--- src/sv/lmfs_pkg.sv ---
// shared constants and tables of the led matrix frame store scanner
`timescale 1ns / 1ps

package lmfs_pkg;

  localparam int MAX_PANELS  = 4;
  localparam int STORE_DEPTH = 256;
  localparam int ADDR_W      = 8;
  localparam int BYTE_W      = 8;
  localparam int CFG_W       = 3;
  localparam int CFG_IDX_W   = 2;
  localparam int KIND_W      = 2;
  localparam int X_W         = 7;
  localparam int Y_W         = 6;
  localparam int MODE_W      = 3;
  localparam int PHASE_W     = 2;
  localparam int BEAT_W      = 6;

  localparam logic [KIND_W-1:0] KIND_WRITE = 2'd0;
  localparam logic [KIND_W-1:0] KIND_SCAN  = 2'd1;
  localparam logic [KIND_W-1:0] KIND_CLEAR = 2'd2;

  localparam logic [MODE_W-1:0] MODE_NORMAL  = 3'd0;
  localparam logic [MODE_W-1:0] MODE_INVERSE = 3'd1;
  localparam logic [MODE_W-1:0] MODE_TOGGLE  = 3'd2;
  localparam logic [MODE_W-1:0] MODE_OR      = 3'd3;
  localparam logic [MODE_W-1:0] MODE_NOR     = 3'd4;

  localparam logic [CFG_IDX_W-1:0] CFG_ACROSS = 2'd0;
  localparam logic [CFG_IDX_W-1:0] CFG_DOWN   = 2'd1;

  // scan order within one panel: byte column and row quarter
  localparam logic [1:0] SCAN_COL [16] = '{
    2'd0, 2'd0, 2'd1, 2'd1, 2'd0, 2'd0, 2'd1, 2'd1,
    2'd2, 2'd2, 2'd3, 2'd3, 2'd2, 2'd2, 2'd3, 2'd3
  };
  localparam logic [1:0] SCAN_ROW [16] = '{
    2'd3, 2'd2, 2'd3, 2'd2, 2'd1, 2'd0, 2'd1, 2'd0,
    2'd3, 2'd2, 2'd3, 2'd2, 2'd1, 2'd0, 2'd1, 2'd0
  };

endpackage

--- src/sv/lmfs_ram.sv ---
// generic single write port ram with registered read
`timescale 1ns / 1ps

module lmfs_ram #(
  parameter int WIDTH = 8,
  parameter int DEPTH = 256,
  localparam int AW = $clog2(DEPTH)
) (
  input  logic             clk,
  input  logic             we,
  input  logic [AW-1:0]    waddr,
  input  logic [WIDTH-1:0] wdata,
  input  logic             re,
  input  logic [AW-1:0]    raddr,
  output logic [WIDTH-1:0] rdata
);

  logic [WIDTH-1:0] mem [DEPTH];

  always_ff @(posedge clk) begin
    if (we) begin
      mem[waddr] <= wdata;
    end
    if (re) begin
      rdata <= mem[raddr];
    end
  end

endmodule

--- src/sv/led_matrix_frame_store_scanner.sv ---
// top level: frame store with pixel writes, quarter scans and clear
//
//   port group   handshake             beat contents
//   ----------   -------------------   ----------------------------------------------
//   in           in_valid / in_stall   kind pixel_x pixel_y draw_mode pixel_value scan_phase
//   out          out_valid / out_stall shift_byte row_select last
//   cfg          cfg_valid / cfg_ready cfg_index cfg_data
//
// pixel write: one read and, for a pixel on the display, one write of the 256 x 8 store ram
// scan: 16 * panels beats, one per cycle (ram read port) while the out beat is not stalled
// clear: after the accepting cycle, one ram entry per cycle through the write port
// reset starts the same clear; in_stall is high until it ends
// a stalled out beat holds the ram read, the scan resumes when it is taken
`timescale 1ns / 1ps

module led_matrix_frame_store_scanner (
  input  logic                          clk,
  input  logic                          rst,
  input  logic                          in_valid,
  output logic                          in_stall,
  input  logic [lmfs_pkg::KIND_W-1:0]   kind,
  input  logic [lmfs_pkg::X_W-1:0]      pixel_x,
  input  logic [lmfs_pkg::Y_W-1:0]      pixel_y,
  input  logic [lmfs_pkg::MODE_W-1:0]   draw_mode,
  input  logic                          pixel_value,
  input  logic [lmfs_pkg::PHASE_W-1:0]  scan_phase,
  output logic                          out_valid,
  input  logic                          out_stall,
  output logic [lmfs_pkg::BYTE_W-1:0]   shift_byte,
  output logic [lmfs_pkg::PHASE_W-1:0]  row_select,
  output logic                          last,
  input  logic                          cfg_valid,
  output logic                          cfg_ready,
  input  logic [lmfs_pkg::CFG_IDX_W-1:0] cfg_index,
  input  logic [lmfs_pkg::CFG_W-1:0]    cfg_data
);

  typedef enum logic [2:0] {
    S_IDLE,
    S_WRITE,
    S_SCAN,
    S_DRAIN,
    S_CLEAR
  } state_t;

  state_t state;

  logic [lmfs_pkg::CFG_W-1:0]   across;
  logic [lmfs_pkg::CFG_W-1:0]   down;
  logic [lmfs_pkg::CFG_W-1:0]   total;
  logic [5:0]                   across_prod;
  logic [5:0]                   down_prod;

  logic [lmfs_pkg::ADDR_W-1:0]  clr_cnt;

  logic [lmfs_pkg::ADDR_W-1:0]  wr_addr;
  logic [lmfs_pkg::BYTE_W-1:0]  wr_mask;
  logic [lmfs_pkg::MODE_W-1:0]  wr_mode;
  logic                         wr_value;
  logic                         wr_hit;

  logic [lmfs_pkg::BEAT_W-1:0]  scan_cnt;
  logic [lmfs_pkg::BEAT_W-1:0]  scan_end;
  logic [lmfs_pkg::PHASE_W-1:0] phase;
  logic [lmfs_pkg::ADDR_W-1:0]  scan_off;
  logic [lmfs_pkg::ADDR_W-1:0]  row1;
  logic [lmfs_pkg::ADDR_W-1:0]  row2;
  logic [lmfs_pkg::ADDR_W-1:0]  row3;
  logic                         rd_pend;
  logic                         rd_last;

  logic                         in_accept;
  logic                         hit_x;
  logic                         hit_y;
  logic [lmfs_pkg::Y_W-1:0]     row_map;
  logic [4:0]                   panel_prod;
  logic [1:0]                   panel_idx;
  logic [8:0]                   row_off;
  logic [lmfs_pkg::ADDR_W-1:0]  pix_addr;
  logic [lmfs_pkg::BYTE_W-1:0]  pix_mask;

  logic [6:0]                   off_prod;
  logic [lmfs_pkg::CFG_W-1:0]   total_m1;
  logic [3:0]                   scan_k;
  logic [lmfs_pkg::ADDR_W-1:0]  row_base;
  logic [lmfs_pkg::ADDR_W-1:0]  scan_addr;
  logic                         out_load;
  logic                         scan_issue;

  logic                         ram_we;
  logic [lmfs_pkg::ADDR_W-1:0]  ram_waddr;
  logic [lmfs_pkg::BYTE_W-1:0]  ram_wdata;
  logic                         ram_re;
  logic [lmfs_pkg::ADDR_W-1:0]  ram_raddr;
  logic [lmfs_pkg::BYTE_W-1:0]  ram_rdata;
  logic [lmfs_pkg::BYTE_W-1:0]  new_byte;

  assign cfg_ready   = 1'b1;
  assign across_prod = {3'd0, cfg_data} * {3'd0, down};
  assign down_prod   = {3'd0, across} * {3'd0, cfg_data};

  assign in_stall  = (state != S_IDLE);
  assign in_accept = in_valid && (state == S_IDLE);

  // pixel address path
  assign hit_x      = {1'b0, pixel_x} < {across, 5'd0};
  assign hit_y      = {1'b0, pixel_y} < {down, 4'd0};
  assign row_map    = (pixel_y[5:4] == 2'd0) ? {pixel_y[5:2], pixel_y[1:0] - 2'd1} : pixel_y;
  assign panel_prod = {2'd0, across} * {3'd0, row_map[5:4]};
  assign panel_idx  = panel_prod[1:0] + pixel_x[6:5];
  assign row_off    = {5'd0, row_map[3:0]} * {4'd0, total, 2'b00};
  assign pix_addr   = row_off[7:0] + {4'd0, panel_idx, pixel_x[4:3]};
  assign pix_mask   = 8'h80 >> pixel_x[2:0];

  // scan address path
  assign off_prod = {2'd0, total, 2'b00} * {5'd0, scan_phase};
  assign total_m1 = total - 3'd1;
  assign scan_k   = scan_cnt[3:0];

  always_comb begin
    case (lmfs_pkg::SCAN_ROW[scan_k])
      2'd0:    row_base = '0;
      2'd1:    row_base = row1;
      2'd2:    row_base = row2;
      default: row_base = row3;
    endcase
  end

  assign scan_addr = scan_off + {4'd0, scan_cnt[5:4], 2'b00}
                   + {6'd0, lmfs_pkg::SCAN_COL[scan_k]} + row_base;

  assign out_load   = rd_pend && (!out_valid || !out_stall);
  assign scan_issue = (state == S_SCAN) && (!rd_pend || out_load);

  // read-modify-write of one bit
  always_comb begin
    case (wr_mode)
      lmfs_pkg::MODE_NORMAL:
        new_byte = wr_value ? (ram_rdata | wr_mask) : (ram_rdata & ~wr_mask);
      lmfs_pkg::MODE_INVERSE:
        new_byte = wr_value ? (ram_rdata & ~wr_mask) : (ram_rdata | wr_mask);
      lmfs_pkg::MODE_TOGGLE:
        new_byte = wr_value ? (ram_rdata ^ wr_mask) : ram_rdata;
      lmfs_pkg::MODE_OR:
        new_byte = wr_value ? (ram_rdata | wr_mask) : ram_rdata;
      lmfs_pkg::MODE_NOR:
        new_byte = wr_value ? (ram_rdata & ~wr_mask) : ram_rdata;
      default:
        new_byte = ram_rdata;
    endcase
  end

  always_comb begin
    ram_we    = 1'b0;
    ram_waddr = wr_addr;
    ram_wdata = new_byte;
    case (state)
      S_WRITE: begin
        ram_we = wr_hit;
      end
      S_CLEAR: begin
        ram_we    = 1'b1;
        ram_waddr = clr_cnt;
        ram_wdata = '0;
      end
      default: begin
        ram_we = 1'b0;
      end
    endcase
  end

  assign ram_re    = (in_accept && (kind == lmfs_pkg::KIND_WRITE)) || scan_issue;
  assign ram_raddr = (state == S_IDLE) ? pix_addr : scan_addr;

  lmfs_ram #(
    .WIDTH(lmfs_pkg::BYTE_W),
    .DEPTH(lmfs_pkg::STORE_DEPTH)
  ) u_store (
    .clk  (clk),
    .we   (ram_we),
    .waddr(ram_waddr),
    .wdata(ram_wdata),
    .re   (ram_re),
    .raddr(ram_raddr),
    .rdata(ram_rdata)
  );

  always_ff @(posedge clk) begin
    if (rst) begin
      state     <= S_CLEAR;
      clr_cnt   <= '0;
      rd_pend   <= 1'b0;
      out_valid <= 1'b0;
      across    <= 3'd1;
      down      <= 3'd1;
      total     <= 3'd1;
    end else begin
      // geometry registers, rejected when zero or too many panels
      if (cfg_valid && cfg_ready && (cfg_data != '0)) begin
        case (cfg_index)
          lmfs_pkg::CFG_ACROSS: begin
            if (across_prod <= 6'(lmfs_pkg::MAX_PANELS)) begin
              across <= cfg_data;
              total  <= across_prod[2:0];
            end
          end
          lmfs_pkg::CFG_DOWN: begin
            if (down_prod <= 6'(lmfs_pkg::MAX_PANELS)) begin
              down  <= cfg_data;
              total <= down_prod[2:0];
            end
          end
          default: begin
          end
        endcase
      end

      // output register
      if (out_load) begin
        out_valid  <= 1'b1;
        shift_byte <= ram_rdata;
        row_select <= phase;
        last       <= rd_last;
      end else if (!out_stall) begin
        out_valid <= 1'b0;
      end

      // read in flight toward the output register
      if (scan_issue) begin
        rd_pend <= 1'b1;
        rd_last <= (scan_cnt == scan_end);
      end else if (out_load) begin
        rd_pend <= 1'b0;
      end

      case (state)
        S_IDLE: begin
          if (in_valid) begin
            case (kind)
              lmfs_pkg::KIND_WRITE: begin
                wr_addr  <= pix_addr;
                wr_mask  <= pix_mask;
                wr_mode  <= draw_mode;
                wr_value <= pixel_value;
                wr_hit   <= hit_x && hit_y;
                state    <= S_WRITE;
              end
              lmfs_pkg::KIND_SCAN: begin
                phase    <= scan_phase;
                scan_cnt <= '0;
                scan_end <= {total_m1[1:0], 4'hF};
                scan_off <= {1'b0, off_prod};
                row1     <= {1'b0, total, 4'd0};
                row2     <= {total, 5'd0};
                row3     <= {1'b0, total, 4'd0} + {total, 5'd0};
                state    <= S_SCAN;
              end
              lmfs_pkg::KIND_CLEAR: begin
                clr_cnt <= '0;
                state   <= S_CLEAR;
              end
              default: begin
              end
            endcase
          end
        end
        S_WRITE: begin
          state <= S_IDLE;
        end
        S_SCAN: begin
          if (scan_issue) begin
            scan_cnt <= scan_cnt + 6'd1;
            if (scan_cnt == scan_end) begin
              state <= S_DRAIN;
            end
          end
        end
        S_DRAIN: begin
          if (out_load) begin
            state <= S_IDLE;
          end
        end
        S_CLEAR: begin
          clr_cnt <= clr_cnt + 8'd1;
          if (clr_cnt == 8'hFF) begin
            state <= S_IDLE;
          end
        end
        default: begin
          state <= S_IDLE;
        end
      endcase
    end
  end

endmodule

--- config.mk ---
export PLATFORM = sky130hd
export DESIGN_NAME = led_matrix_frame_store_scanner
export DESIGN_NICKNAME = d
export VERILOG_FILES = /design/src/sv/lmfs_pkg.sv /design/src/sv/lmfs_ram.sv /design/src/sv/led_matrix_frame_store_scanner.sv
export SDC_FILE = /design/constraint.sdc
export NUM_CORES = 2
export LEC_CHECK = 0
export BUFFER_PORTS_ARGS = -buffer_cell sky130_fd_sc_hd__buf_2
export CORE_MARGIN = 3
export CORE_UTILIZATION = 40
export CTS_CLUSTER_SIZE = 20
export DETAILED_ROUTE_END_ITERATION = 10
export PLACE_DENSITY = 0.64
export SETUP_SLACK_MARGIN = 0.4
export SYNTH_ARGS = -nofsm -noshare
export SYNTH_HDL_FRONTEND = slang
export SYNTH_SLANG_ARGS = --single-unit
--- constraint.sdc ---
create_clock -name clk -period 33.5 [get_ports clk]
set_clock_uncertainty 0.2 [all_clocks]
set_input_delay 6.7 -clock clk [delete_from_list [all_inputs] [get_ports clk]]
set_output_delay 6.7 -clock clk [all_outputs]
set_load 0.01 [all_outputs]
# Word-level counts from Yosys, hierarchy flattened
# Memories as Yosys holds them, arrays and structs flattened. A register that Yosys moved wholly into a read port is not among the register bits.
# Cells that the tools add are included.
# classes
mul	5
mux	39
bitwise	6
add_sub_neg	10
n_eq_ne	26
n_shift	1
n_reduce_logical	34
order_cmp	5
# ops
op	n
$mux 8	10
$pmux 8 s5	1
$pmux 8 s3	1
$mux 3	7
$mux 6	3
$pmux 8 s2	1
$eq 3x2->1 const B	4
$le 6x3->1 const B	2
$mul 3x3->6	2
$ne 2x2->1 const B	6
$pmux 3 s4	1
$pmux 6 s2	1
$reduce_and 4->1	3
$mux 2	5
$pmux 3 s3	1
$reduce_and 3->1	3
$add 7x4->8	1
$add 7x8->8	1
$add 8x1->8 const B	1
$add 8x2->8	1
$add 8x4->8	1
$add 8x8->8	1
$and 8x8->8	1
$eq 8x8->1 const B	1
other kinds (35)	67
# word_totals
out_inout_bits	14
rom_bits	64
mem_bits_rw	2048
word_cells	151
register_bits	81
inputBits	31
memories	3
# memory_table
memory	words	word_bits	read_ports	rd_clocked_by_memory_dff	write_ports	line_no	rtl
u_store.mem	256	8	1	1	1	lmfs_ram.sv:18	logic [WIDTH-1:0] mem [DEPTH];
(name not given)	16	2	1	0	0	led_matrix_frame_store_scanner.sv:130	+ {6'd0, lmfs_pkg::SCAN_COL[scan_k]} + row_base;
(name not given)	16	2	1	0	0	led_matrix_frame_store_scanner.sv:121	case (lmfs_pkg::SCAN_ROW[scan_k])

# Longest topological paths before layout
# depth
depth_word	8
depth_mapped	17
depth_no_buf	16

# Hierarchy
# From an unflattened synthesis, not the netlist that was laid out.
# hier_totals
cells_unflattened	4299
area_unflattened_um2	84970.2
# by_module_without_submodules
module	area_each_um2	cells_each	n_inst	seq_area_each_um2
lmfs_ram	79636.4	3733	1	61739.2
led_matrix_frame_store_scanner	5333.9	566	1	2062.0

# Worst setup path before layout
# Ideal clock, no wire load.
# synth_path
path_kind	input to register
startpoint	in pixel_y[0] in the netlist's numbering
endpoint	reg u_store.rdata[5], read port of u_store.mem, data pin
stages	16
arrival_ns	10.557
setup_time_ns	0.259
slack_ns	22.484
n_path_buf	0
path_cell_list	nor3_1 -> xor2_1 -> nand2_1 -> fa_1 -> inv_1 -> ha_1 -> inv_1 -> fa_1 -> nand2b_1 -> nor3_1 -> xnor3_1 -> a21oi_1 -> a21oi_1 -> a21boi_0 -> or4_1 -> a211o_1
# synth_between
elab_chain_cells	5
# synth_rtl
item	line_no	rtl
from (decl)	led_matrix_frame_store_scanner.sv:23	input logic [lmfs_pkg::Y_W-1:0] pixel_y,
$sub 2x1->2	led_matrix_frame_store_scanner.sv:108	assign row_map = (pixel_y[5:4] == 2'd0) ? {pixel_y[5:2], pixel_y[1:0] - 2'd1} : pixel_y;
$mux 2 (*)	led_matrix_frame_store_scanner.sv:108	
$mul 4x3->6 (*)	led_matrix_frame_store_scanner.sv:111	assign row_off = {5'd0, row_map[3:0]} * {4'd0, total, 2'b00};
$add 8x4->8 (*)	led_matrix_frame_store_scanner.sv:112	assign pix_addr = row_off[7:0] + {4'd0, panel_idx, pixel_x[4:3]};
named net pix_addr, one bit	led_matrix_frame_store_scanner.sv:79	logic [lmfs_pkg::ADDR_W-1:0] pix_addr;
$mux 8 (*)	led_matrix_frame_store_scanner.sv:173	assign ram_raddr = (state == S_IDLE) ? pix_addr : scan_addr;
to (decl)	lmfs_ram.sv:15	output logic [WIDTH-1:0] rdata
# Mark *: on every way through the listed nets, which the timed path passes. The rest lies on a longest branch.
# A chain may end at the register's enable or synchronous reset.

# Final worst setup path
# layout_path
startpoint	in pixel_x[4] in the netlist's numbering
endpoint	reg u_store.rdata[6], read port of u_store.mem, data pin
# layout_between
elab_chain_cells	2
# layout_rtl
item	line_no	rtl
from (decl)	led_matrix_frame_store_scanner.sv:22	input logic [lmfs_pkg::X_W-1:0] pixel_x,
$add 8x4->8	led_matrix_frame_store_scanner.sv:112	
$mux 8	led_matrix_frame_store_scanner.sv:173	
# No other way between the ends.

==> summary.txt <==
Status
  – Outcome: complete, no violations

Logic synthesis
  – Synth Flop Type: edfxtp_1
  – Post-Syn Instances: 6171
  – Post-synth design cell area: 87320 um2
  – Area contributors post-synth: edfxtp_1 (73%), nand2_1 (5.1%), mux2i_1 (3.1%), a211oi_1 (1.8%), nand3_1 (1.6%)
  – Post-synth EDFFs: 2110
  – Synth warn: 0
  – Post-synth cell types: 88
  – Flops & latches, synth: 2132
  – Sequential fraction of the synthesis area: 73.06%
  – Async SR Flop Fraction: 0%
  – Mean Syn Cell Area: 14.15 um2
  – Syn Nets: 6263
  – Synth top area share: 72.56%
  – Leading area contributor after synthesis: edfxtp_1

Floorplanning
  – IO Pins: 45
  – Die area: 224000 um2
  – Initial core utilization: 40.45%
  – Die Span Y: 473.2 um
  – Core Region: 215900 um2
  – Row count: 170
  – Die X: 473.2 um

STA
  – Hold Violations, Final: 0
  – Clock period minus worst slack: 12620 ps
  – RSZ-0062 raised after global routing: false
  – Part of the cycle the worst path needs: 37.67%
  – Tightest Pin Transition: 1270 ps
  – Setup tns final: 0 ps
  – Final setup fails: 0
  – Slew Viols, Final: 0
  – Slew headroom: 14.14%
  – Fmax: 0.07925 GHz

Final layout
  – Final Cell Area: 96600 um2
  – Share of cells above drive strength 1: 8.057%
  – FILL cells: 18734
  – Commonest cells after routing, fill and taps aside: edfxtp_1 (2110), nand2_1 (1187), nor2_1 (323)
  – Synth-to-layout area growth: 10.62%
  – Most common cell after layout, fill and taps aside: edfxtp_1
  – Final nets: 6218

GRT
  – Vias in the first global route: 52117
  – Total Routing Usage GR: 21.67%
  – First-pass GRT wire length: 361900 um
  – Initial antenna violation count: 10
  – Largest net degree at the start of global routing: 189
  – Total gr overflow: 0

CTS
  – CTS max path bufs: 3
  – Post-CTS Hold Fix Bufs: 0
  – CTS root buf: clkbuf_16
  – CTS tree: done
  – Post-cts sizing count: 0
  – Post-CTS Setup Inserts: 0
  – H-tree depth: 4
  – Clock sink count: 2132
  – CTS Buf Count: 209
  – Clk_lat worst skew: 850 ps
  – Worst-path clk slew: 60 ps

Worst setup path
  – Startpoint type of the worst setup path: input pin
  – Critical Path AT: 12970 ps
  – R2R Setup Slk: 25910 ps
  – Crit-path slowest cell: buf_4
  – Worst Setup End Kind: flop
  – FF-to-FF End: u_store.rdata[6]
  – WP data required: 33850 ps
  – Critical path buffer and inverter count: 6
  – Critical-path cell list: buf_2, or4b_4, nand2_8, buf_4, buf_4, buf_4, buf_4, mux4_2, a22oi_1, a21boi_0, a2111oi_0, buf_4, o311ai_1
  – Slowest stage delay, CP: 790 ps
  – Worst path top cell family by delay: buffers and inverters
  – Reg2Reg Launch Point: state[2]
  – Critical Path Fanout Max: 87
  – Worst reg2reg path depth: 13
  – Kind of critical path: input pin to flop
  – Cell repeated most along the worst path: buf_4

Detailed routing
  – Drt first pass iters: 6
  – Detailed Route WL: 249800 um
  – Vias post-DR: 54720
  – Vias/cell: 5.989
  – Drt drc: 0
  – Initial DRC count: 7149
  – Final antenna-violating net count: 0
  – Wire per inst: 27.34 um

Worst hold path
  – WHS Path Cells: 0
  – HP Class: flop to flop
  – HP Start: phase[1]
  – Hold endpoint: row_select[1]

Pwr
  – Peak supply drop: 0.00004481 V
  – Power per cell area: 53.40 nW/um2
  – Leakage power: 31.93 nW

Place
  – I/O Buffers: 43
  – Hpwl dp: 143700 um
  – Instance area at placement: 90240 um2
  – Routability Congestion: 0.8696

Run
  – Max cap viols: 0
how the worst max path moves through the flow:
stage,startpoint,to,slack (ps),cells after the start
CTS,pixel_x[4],u_store.rdata[6],20970,13
detailed placement,pixel_x[4],u_store.rdata[6],20080,13
finish,pixel_x[4],u_store.rdata[6],20880,13
global placement,pixel_x[4],u_store.rdata[6],20040,13
global route,pixel_x[4],u_store.rdata[6],20660,13
floorplan,pixel_y[0],u_store.rdata[5],22480,16
per-stage QoR:
| stage | hold slack (ps) | instances | setup slack (ps) | power (mW) | utilization, % |
|---|---|---|---|---|---|
| 6_report | 219.5 | 9136 | 20880 | 5.159 | 44.74 |
| 5_1_grt | 235.4 | 9131 | 20660 | 5.293 | 44.74 |
| 2_1_floorplan | 200.3 | 6171 | 22480 | 2.975 | - |
| 4_1_cts | 219.4 | 9131 | 20970 | 5.179 | 44.74 |
| 3_3_place_gp | 206.2 | 8748 | 20040 | 2.997 | 41.77 |
| 3_5_place_dp | 204.5 | 8753 | 20080 | 2.999 | 41.80 |
final cells by class:
class                      count  area (um2)  share of cell area, %
clock buffer                 249        5380                  5.569
tap                         2838        3551                  3.676
timing repair buffer         167        1224                  1.267
clock inverter               129       967.2                  1.001
antenna                        5       12.51                0.01295
multi-input combinational   3567       21480                  22.24
sequential                  2132       63800                  66.05
inverter                      49       183.9                 0.1904
Yosys cell counts (13+ instances only):
| library cell | number |
|---|---|
| a22oi_1 | 13 |
| buf_6 | 22 |
| nor4_1 | 25 |
| inv_1 | 48 |
| nand4_1 | 31 |
| o22ai_1 | 13 |
| a21boi_0 | 53 |
| o21ai_0 | 89 |
| a21o_1 | 17 |
| a2111oi_0 | 16 |
| a31oi_1 | 119 |
| clkbuf_1 | 155 |
| mux2i_1 | 269 |
| nand2_1 | 1196 |
| ha_1 | 50 |
| nor3_1 | 18 |
| a222oi_1 | 21 |
| xor2_1 | 17 |
| nand3_1 | 272 |
| buf_1 | 17 |
| a211oi_1 | 207 |
| and2_1 | 18 |
| a21oi_1 | 146 |
| a311oi_1 | 99 |
| nor2_1 | 326 |
| a32oi_1 | 147 |
| and3_1 | 182 |
| dfxtp_1 | 22 |
| a32o_1 | 29 |
| buf_2 | 186 |
| edfxtp_1 | 2110 |
| nand2b_1 | 17 |
| buf_4 | 43 |
cells by family after synthesis:
kind of cell / count (synthesis) / share of synthesized area, %
AND/OR/NAND/NOR: 2142 / 10.69
flip-flops: 2132 / 73.06
AO/OA/AOI/OAI: 1050 / 8.818
buffers and inverters: 472 / 2.669
multiplexers: 289 / 3.529
adder cells (fa/ha/maj): 61 / 0.9686
XOR/XNOR: 24 / 0.2565
other: 1 / 0.004294
report_power, final:
part | switching, mW | internal [mW]
logic | 0.0347 | 0.0132
clock network | 1.00 | 1.21
registers | 0.00252 | 2.89
total | 1.04 | 4.12
routing by layer:
metal | routed length [um] | vias to the layer above | GRT usage, %
met5 | 44 | - | 0
met4 | 11080 | 8 | 9.625
met3 | 23390 | 521 | 4.534
met2 | 115600 | 2886 | 33.73
met1 | 99650 | 27752 | 29.37
li1 | - | 23553 | -
sequential cells by signal (all words and copies together) (netlist names), 3 cells and up:
register       flops
scan_cnt           6
across             3
wr_addr            8
total              3
row3               3
row2               3
state              3
clr_cnt            8
shift_byte         8
scan_off           5
wr_mask            8
u_store.rdata      8
u_store.mem     2048
wr_mode            3
down               3
Power figures use the tool's default switching activity.
